File: src/ihex_pkg.sv
// types, codes and helpers for the intel hex record parser
// used by intel_hex_record_parser; no dependencies
package ihex_pkg;

    typedef enum logic [1:0] {
        KIND_DATA   = 2'd0,
        KIND_RECORD = 2'd1,
        KIND_FILE   = 2'd2,
        KIND_FAIL   = 2'd3
    } result_kind_t;

    typedef enum logic [3:0] {
        ERR_NONE      = 4'd0,
        ERR_BAD_START = 4'd1,
        ERR_NON_HEX   = 4'd2,
        ERR_LENGTH    = 4'd3,
        ERR_CHECKSUM  = 4'd4,
        ERR_BAD_TYPE  = 4'd5,
        ERR_AFTER_EOF = 4'd6,
        ERR_NO_EOF    = 4'd7,
        ERR_SHORT_EXT = 4'd8
    } error_code_t;

    localparam logic [7:0] CHAR_COLON   = 8'h3A;
    localparam logic [7:0] CHAR_NEWLINE = 8'h0A;

    localparam logic [7:0] REC_DATA    = 8'h00;
    localparam logic [7:0] REC_EOF     = 8'h01;
    localparam logic [7:0] REC_EXT_LIN = 8'h04;

    localparam logic [9:0] FIXED_CHARS = 10'd11;

    localparam int unsigned FIFO_DEPTH = 4;
    localparam int unsigned PTR_W      = $clog2(FIFO_DEPTH);
    localparam int unsigned CNT_W      = $clog2(FIFO_DEPTH + 1);

    typedef struct packed {
        result_kind_t kind;
        logic [31:0]  addr;
        logic [7:0]   value;
        error_code_t  code;
        logic         last;
    } result_t;

    // bit 4 set when the character is a hex digit, bits 3..0 its value
    function automatic logic [4:0] hex_nibble(input logic [7:0] c);
        logic [4:0] r;
        r = 5'd0;
        if (c >= 8'h30 && c <= 8'h39) begin
            r = {1'b1, 4'(c - 8'h30)};
        end else if (c >= 8'h61 && c <= 8'h66) begin
            r = {1'b1, 4'(c - 8'h57)};
        end else if (c >= 8'h41 && c <= 8'h46) begin
            r = {1'b1, 4'(c - 8'h37)};
        end
        return r;
    endfunction

endpackage

File: src/intel_hex_record_parser.sv
// intel hex record parser: one character per transaction, records checked in a single pass
// the results of a character are written into the result queue on acceptance and offered from its head
// throughput: one character per cycle while each yields at most one result and the output
// is not stalled; a character with two results uses two output transactions, absorbed by a four-entry result queue
// reset: asynchronous, clears parser state, sticky failure and the result queue
// depends on ihex_pkg
module intel_hex_record_parser
    import ihex_pkg::*;
(
    input  logic        clk,
    input  logic        rst_n,
    input  logic        in_valid,
    output logic        in_stall,
    input  logic [7:0]  char_code,
    input  logic        end_of_input,
    output logic        out_valid,
    input  logic        out_stall,
    output logic [1:0]  result_kind,
    output logic [31:0] byte_address,
    output logic [7:0]  byte_value,
    output logic [3:0]  error_code,
    output logic        last_of_run
);

    logic [9:0]  pos_reg,   pos_next;
    logic [3:0]  pend_reg,  pend_next;
    logic [7:0]  cnt_reg,   cnt_next;
    logic [15:0] raddr_reg, raddr_next;
    logic [7:0]  rtype_reg, rtype_next;
    logic [7:0]  sum_reg,   sum_next;
    logic [15:0] upper_reg, upper_next;
    logic [7:0]  ext0_reg,  ext0_next;
    logic        ers_reg,   ers_next;
    logic        failed_reg, failed_next;
    error_code_t fcode_reg, fcode_next;

    result_t           fifo_reg [FIFO_DEPTH];
    logic [PTR_W-1:0]  wr_ptr_reg, rd_ptr_reg;
    logic [CNT_W-1:0]  count_reg;

    result_t    slot [3];
    logic [2:0] slot_vld;
    result_t    res0, res1;
    logic [1:0] push_n;

    logic       accept, pop, nl, fail_now;
    logic [4:0] nib;
    logic [7:0] byte_val;
    logic [8:0] k, d;
    logic [9:0] limit, line_len;
    error_code_t fail_code;

    assign accept = in_valid && !in_stall;
    assign pop    = out_valid && !out_stall;
    assign nl     = (char_code == CHAR_NEWLINE);
    assign nib    = hex_nibble(char_code);
    assign limit  = FIXED_CHARS + {1'b0, cnt_reg, 1'b0};

    always_comb
    begin
        pos_next    = pos_reg;
        pend_next   = pend_reg;
        cnt_next    = cnt_reg;
        raddr_next  = raddr_reg;
        rtype_next  = rtype_reg;
        sum_next    = sum_reg;
        upper_next  = upper_reg;
        ext0_next   = ext0_reg;
        ers_next    = ers_reg;
        failed_next = failed_reg;
        fcode_next  = fcode_reg;
        fail_now    = 1'b0;
        fail_code   = ERR_NONE;
        byte_val    = {pend_reg, nib[3:0]};
        k           = pos_reg[9:1] - 9'd1;
        d           = k - 9'd4;
        line_len    = '0;
        slot_vld    = '0;
        for (int i = 0; i < 3; i++)
        begin
            slot[i] = '{kind: KIND_FAIL, addr: '0, value: '0, code: ERR_NONE, last: 1'b0};
        end

        if (failed_reg)
        begin
            slot_vld[0]  = 1'b1;
            slot[0].code = fcode_reg;
        end
        else
        begin
            // character phase
            if (!nl)
            begin
                if (pos_reg == '0)
                begin
                    if (ers_reg)
                    begin
                        fail_now  = 1'b1;
                        fail_code = ERR_AFTER_EOF;
                    end
                    else if (char_code != CHAR_COLON)
                    begin
                        fail_now  = 1'b1;
                        fail_code = ERR_BAD_START;
                    end
                    else
                    begin
                        cnt_next   = '0;
                        raddr_next = '0;
                        rtype_next = '0;
                        sum_next   = '0;
                        pend_next  = '0;
                        pos_next   = 10'd1;
                    end
                end
                else if (!nib[4])
                begin
                    fail_now  = 1'b1;
                    fail_code = ERR_NON_HEX;
                end
                else if (pos_reg >= 10'd3 && pos_reg >= limit)
                begin
                    fail_now  = 1'b1;
                    fail_code = ERR_LENGTH;
                end
                else
                begin
                    if (pos_reg[0])
                    begin
                        pend_next = nib[3:0];
                    end
                    else
                    begin
                        sum_next = sum_reg + byte_val;
                        if (k == 9'd0)
                        begin
                            cnt_next = byte_val;
                        end
                        else if (k == 9'd1)
                        begin
                            raddr_next = {byte_val, 8'h00};
                        end
                        else if (k == 9'd2)
                        begin
                            raddr_next = {raddr_reg[15:8], byte_val};
                        end
                        else if (k == 9'd3)
                        begin
                            rtype_next = byte_val;
                        end
                        else if (d < {1'b0, cnt_reg})
                        begin
                            if (rtype_reg == REC_DATA)
                            begin
                                slot_vld[0]   = 1'b1;
                                slot[0].kind  = KIND_DATA;
                                slot[0].addr  = {upper_reg, raddr_reg} + 32'(d);
                                slot[0].value = byte_val;
                            end
                            else if (rtype_reg == REC_EXT_LIN)
                            begin
                                if (d == 9'd0)
                                begin
                                    ext0_next = byte_val;
                                end
                                else if (d == 9'd1)
                                begin
                                    upper_next = {ext0_reg, byte_val};
                                end
                            end
                        end
                    end
                    pos_next = pos_reg + 10'd1;
                end
                if (fail_now)
                begin
                    slot_vld[0]  = 1'b1;
                    slot[0].kind = KIND_FAIL;
                    slot[0].code = fail_code;
                end
            end

            // end of line
            if (!fail_now && (nl || end_of_input))
            begin
                line_len = pos_next;
                pos_next = '0;
                if (line_len != '0)
                begin
                    slot_vld[1] = 1'b1;
                    if (line_len != FIXED_CHARS + {1'b0, cnt_next, 1'b0})
                    begin
                        fail_now  = 1'b1;
                        fail_code = ERR_LENGTH;
                    end
                    else if (sum_next != '0)
                    begin
                        fail_now  = 1'b1;
                        fail_code = ERR_CHECKSUM;
                    end
                    else if (rtype_next != REC_DATA && rtype_next != REC_EOF &&
                             rtype_next != REC_EXT_LIN)
                    begin
                        fail_now  = 1'b1;
                        fail_code = ERR_BAD_TYPE;
                    end
                    else if (rtype_next == REC_EXT_LIN && cnt_next < 8'd2)
                    begin
                        fail_now  = 1'b1;
                        fail_code = ERR_SHORT_EXT;
                    end
                    if (fail_now)
                    begin
                        slot[1].code = fail_code;
                    end
                    else
                    begin
                        slot[1].kind = KIND_RECORD;
                        if (rtype_next == REC_EOF)
                        begin
                            ers_next = 1'b1;
                        end
                    end
                end
            end

            // end of input
            if (!fail_now && end_of_input)
            begin
                slot_vld[2] = 1'b1;
                if (ers_next)
                begin
                    slot[2].kind = KIND_FILE;
                end
                else
                begin
                    fail_now     = 1'b1;
                    fail_code    = ERR_NO_EOF;
                    slot[2].code = fail_code;
                end
            end

            if (fail_now)
            begin
                failed_next = 1'b1;
                fcode_next  = fail_code;
            end
        end
    end

    // pack up to two results, mark the last one
    always_comb
    begin
        res0   = slot[0];
        res1   = slot[1];
        push_n = 2'd0;
        if (slot_vld[0])
        begin
            res0 = slot[0];
            if (slot_vld[1])
            begin
                res1   = slot[1];
                push_n = 2'd2;
            end
            else if (slot_vld[2])
            begin
                res1   = slot[2];
                push_n = 2'd2;
            end
            else
            begin
                push_n = 2'd1;
            end
        end
        else if (slot_vld[1])
        begin
            res0 = slot[1];
            if (slot_vld[2])
            begin
                res1   = slot[2];
                push_n = 2'd2;
            end
            else
            begin
                push_n = 2'd1;
            end
        end
        else if (slot_vld[2])
        begin
            res0   = slot[2];
            push_n = 2'd1;
        end
        res0.last = (push_n == 2'd1);
        res1.last = 1'b1;
    end

    always_ff @(posedge clk or negedge rst_n)
    begin
        if (!rst_n)
        begin
            pos_reg    <= '0;
            pend_reg   <= '0;
            cnt_reg    <= '0;
            raddr_reg  <= '0;
            rtype_reg  <= '0;
            sum_reg    <= '0;
            upper_reg  <= '0;
            ext0_reg   <= '0;
            ers_reg    <= 1'b0;
            failed_reg <= 1'b0;
            fcode_reg  <= ERR_NONE;
        end
        else if (accept)
        begin
            pos_reg    <= pos_next;
            pend_reg   <= pend_next;
            cnt_reg    <= cnt_next;
            raddr_reg  <= raddr_next;
            rtype_reg  <= rtype_next;
            sum_reg    <= sum_next;
            upper_reg  <= upper_next;
            ext0_reg   <= ext0_next;
            ers_reg    <= ers_next;
            failed_reg <= failed_next;
            fcode_reg  <= fcode_next;
        end
    end

    // result queue
    always_ff @(posedge clk)
    begin
        if (accept && push_n != 2'd0)
        begin
            fifo_reg[wr_ptr_reg] <= res0;
            if (push_n == 2'd2)
            begin
                fifo_reg[wr_ptr_reg + PTR_W'(1)] <= res1;
            end
        end
    end

    always_ff @(posedge clk or negedge rst_n)
    begin
        if (!rst_n)
        begin
            wr_ptr_reg <= '0;
            rd_ptr_reg <= '0;
            count_reg  <= '0;
        end
        else
        begin
            if (accept)
            begin
                wr_ptr_reg <= wr_ptr_reg + PTR_W'(push_n);
            end
            if (pop)
            begin
                rd_ptr_reg <= rd_ptr_reg + PTR_W'(1);
            end
            count_reg <= count_reg + (accept ? CNT_W'(push_n) : CNT_W'(0))
                                   - (pop ? CNT_W'(1) : CNT_W'(0));
        end
    end

    assign in_stall     = (count_reg > CNT_W'(FIFO_DEPTH - 2));
    assign out_valid    = (count_reg != '0);
    assign result_kind  = fifo_reg[rd_ptr_reg].kind;
    assign byte_address = fifo_reg[rd_ptr_reg].addr;
    assign byte_value   = fifo_reg[rd_ptr_reg].value;
    assign error_code   = fifo_reg[rd_ptr_reg].code;
    assign last_of_run  = fifo_reg[rd_ptr_reg].last;

endmodule
File: config.mk
export PLATFORM = sky130hd
export DESIGN_NAME = intel_hex_record_parser
export DESIGN_NICKNAME = d
export VERILOG_FILES = /design/src/ihex_pkg.sv /design/src/intel_hex_record_parser.sv
export SDC_FILE = /design/constraint.sdc
export NUM_CORES = 1
export LEC_CHECK = 0
export ABC_AREA = 1
export BUFFER_PORTS_ARGS = -buffer_cell sky130_fd_sc_hd__buf_2
export CAP_MARGIN = 20
export CORE_UTILIZATION = 63
export CTS_CLUSTER_DIAMETER = 30
export DETAILED_ROUTE_END_ITERATION = 8
export GPL_TIMING_DRIVEN = 0
export PLACE_DENSITY = 0.81
export SLEW_MARGIN = 20
export SYNTH_ARGS = -nofsm -noshare
export SYNTH_HDL_FRONTEND = slang
export SYNTH_SLANG_ARGS = --single-unit
File: constraint.sdc
create_clock -name clk -period 6.8 [get_ports clk]
set_input_delay 0.68 -clock clk [delete_from_list [all_inputs] [get_ports clk]]
set_output_delay 0.68 -clock clk [all_outputs]
set_load 0.01 [all_outputs]
==> out/qor.yml <==
status: "complete, no violations"
max_stage_delay_ps: 470
grt_pass1_vias: 16200
largest_register_ffs: 188
timing.final.crit_share: 0.953
hpwlAfterDp_mm: 37.9
totalWireLength_mm: 53.9
dieWidth_um: 163
grt_max_degree: 47
drt-vias-per-instance: 6.24
place_congestion: 0.997
yosysSeqAreaShare: 0.386
synth-main-ff-cell: "dfxtp_1"
final-hold-violation-count: 0
busiest_layer: "met2"
worstSetupPathType: "flop to flop"
required_ps: 7260
fin_crit_ps: 6480
grt.total_usage: 0.403
p_switching_mw: 2.42
slowest_stage: "dfrtp_2"
synth_cells: 2254
clock_latency_ps: 600
hp-class: "input port to async pin"
pwr-share-comb: 0.266
nets: 2465
area_delta_synth_final_pct: 19.2
htreeDepth: 2
ys_ff_latch: 279
synth-edff-count: 24
fmax_mhz: 154
clk_transition_reported_paths_ps: 50
ys_warn_count: 0
drive_above_1_share: 0.141
synth_top_cell_area_share: 0.202
grt_first_pass_wirelength_mm: 83.5
synth_top_cell_by_area: "dfxtp_1"
finalMaxSlewViolations: 0
std_cell_rows: 58
drt-initial-drc-count: 2238
grt_use_met2: 0.673
syn-mean-instance-area_sq_um: 7.21
cp_common_cell: "nand2_1"
critPathBufInv: 6
ys_types: 59
cts_buffers: 57
dieHeight_um: 163
place_inst: 2646
startpoint: "cnt_reg[0]"
vdd_drop_max_mv: 0.355
io_pins: 62
path_delay_family: "simple AND/OR/NAND/NOR gates"
ant_nets: 0
cp_num_cells: 44
max-slew-margin-rel: 0.376
r2r_start: "cnt_reg[0]"
drv_cap: 0
tightest_slew_ps: 929
syn-num-nets: 2325
skew_ps: 29.9
grt_use_met1: 0.493
synth_common_cells: "502 x nand2_1, 249 x o21ai_0, 194 x nor2_1"
cts.sinks: 279
antenna_cells: 0
pwr-share-clk: 0.437
cts_tree: "yes"
power_frac_seq: 0.297
crit_fanout: 10
power_switching_share: 0.339
drc: 0
r2r_cells: 44
synth_area_leaders: "dfxtp_1 20%, dfrtp_1 14%, nand2_1 12%"
hold_ws_ps: 25.3
use_met3: 0.0682
vias: 17300
routedWlPerCell_um: 19.4
setup_violations: 0
start_kind: "flop"
cp.arrival_ps: 6950
internal_power_mw: 4.73
cts_root_buf: "clkbuf_16"
drtPass1Iterations: 6
start_util: 0.644
power.leakage_nw: 8.39
power_density_nw_per_um2: 369
yosysMostFrequentCell: "nand2_1"
grt_overflow: 0
hold_buffers: 0
core-area_sq_um: 25300
critPathCaptureType: "flop"
clk_path_buf_depth: 3
synthArstFlopShare: 0.326
die-area_sq_um: 26400
antenna_found_initial: 0
port_buffers: 61
syn-cell-area_sq_um: 16300
instances_no_fill: 2772
-- worst paths after layout --
kind,to,slack (ps)
min,pos_reg[9],30
max,fifo_reg[2][13],320
max in group asynchronous,cnt_reg[1],6130
min reg2reg,fifo_reg[3][27],460
max reg2reg,fifo_reg[2][13],320
min in group clk,fifo_reg[3][27],460
-- final cells by class --
cell class                      count  area (sq um)
Multi-Input combinational cell   1697          8920
Buffer                             99           434
Tap cell                          330           413
Clock inverter                     41           626
Sequential cell                   279          6290
Timing Repair Buffer               81           482
Fill cell                        1867          5880
Inverter                          179           678
Clock buffer                       66          1530
-- routing by layer --
metal,share of wire,vias to the layer above,wire length [um]
met3,0.096,296,5180
li1,-,7949,-
met5,0,-,0
met4,0.060,0,3230
met1,0.38,7977,20300
met2,0.47,1071,25200
-- through the flow --
step | area (sq um) | worst slack, ps | TNS, ps | util | power (mW)
after global placement | 17000 | -110 | -819 | 0.672 | 3.90
after global routing | 19400 | -24.1 | -30.1 | 0.767 | 7.41
after floorplan | 16300 | 1080 | 0 | - | 3.28
final | 19400 | 318 | 0 | 0.767 | 7.15
after detailed placement | 17000 | -236 | -4680 | 0.673 | 3.96
after CTS | 19200 | 50.6 | 0 | 0.760 | 7.08
-- layout by cell type, fill, tap and decap left out, types with 57 or more instances in the layout --
cell type | Yosys | routed
nand3_1 | 136 | 135
clkbuf_1 | 70 | 72
nand2_1 | 502 | 501
buf_2 | 20 | 80
dfrtp_1 | 91 | 87
clkbuf_16 | 0 | 57
a21oi_1 | 167 | 165
o21ai_0 | 249 | 247
inv_1 | 139 | 138
nor3_1 | 60 | 59
o21ai_1 | 58 | 59
dfxtp_1 | 164 | 164
nor2_1 | 194 | 194
o22ai_1 | 64 | 64
-- worst register-to-register path: cells and delay by family (launching register included) --
| kind | cells | cell delay [ps] |
|---|---|---|
| buf+inv | 6 | 540 |
| compound gates | 3 | 380 |
| xor+xnor | 1 | 210 |
| simple gates | 30 | 3840 |
| fa+ha+maj | 4 | 950 |
| flops | 1 | 470 |
-- power groups by stage --
stage	Clock (mW)	Sequential [mW]	Combinational, mW
4_1_cts	3.11	2.11	1.86
5_1_grt	3.20	2.15	2.06
3_5_place_dp	0	2.13	1.82
2_1_floorplan	0	2.10	1.18
6_report	3.13	2.12	1.90
3_3_place_gp	0	2.12	1.78
-- kinds of logic after synthesis --
group | share of synthesized area
AND/OR/NAND/NOR | 0.283
AO/OA/AOI/OAI | 0.191
flip-flops | 0.386
buffers and inverters | 0.0682
adder cells (fa/ha/maj) | 0.0460
XOR/XNOR | 0.0193
multiplexers | 0.00554
-- what timing repair did --
item / in CTS / in global routing
gates cloned: 0 / 0
resized for setup: 5 / 13
endpoints found under the setup margin: 49 / 211
buffers inserted: 2 / 17
pin swaps: 1 / 4
Note: power is estimated with default switching activity, not from simulation.
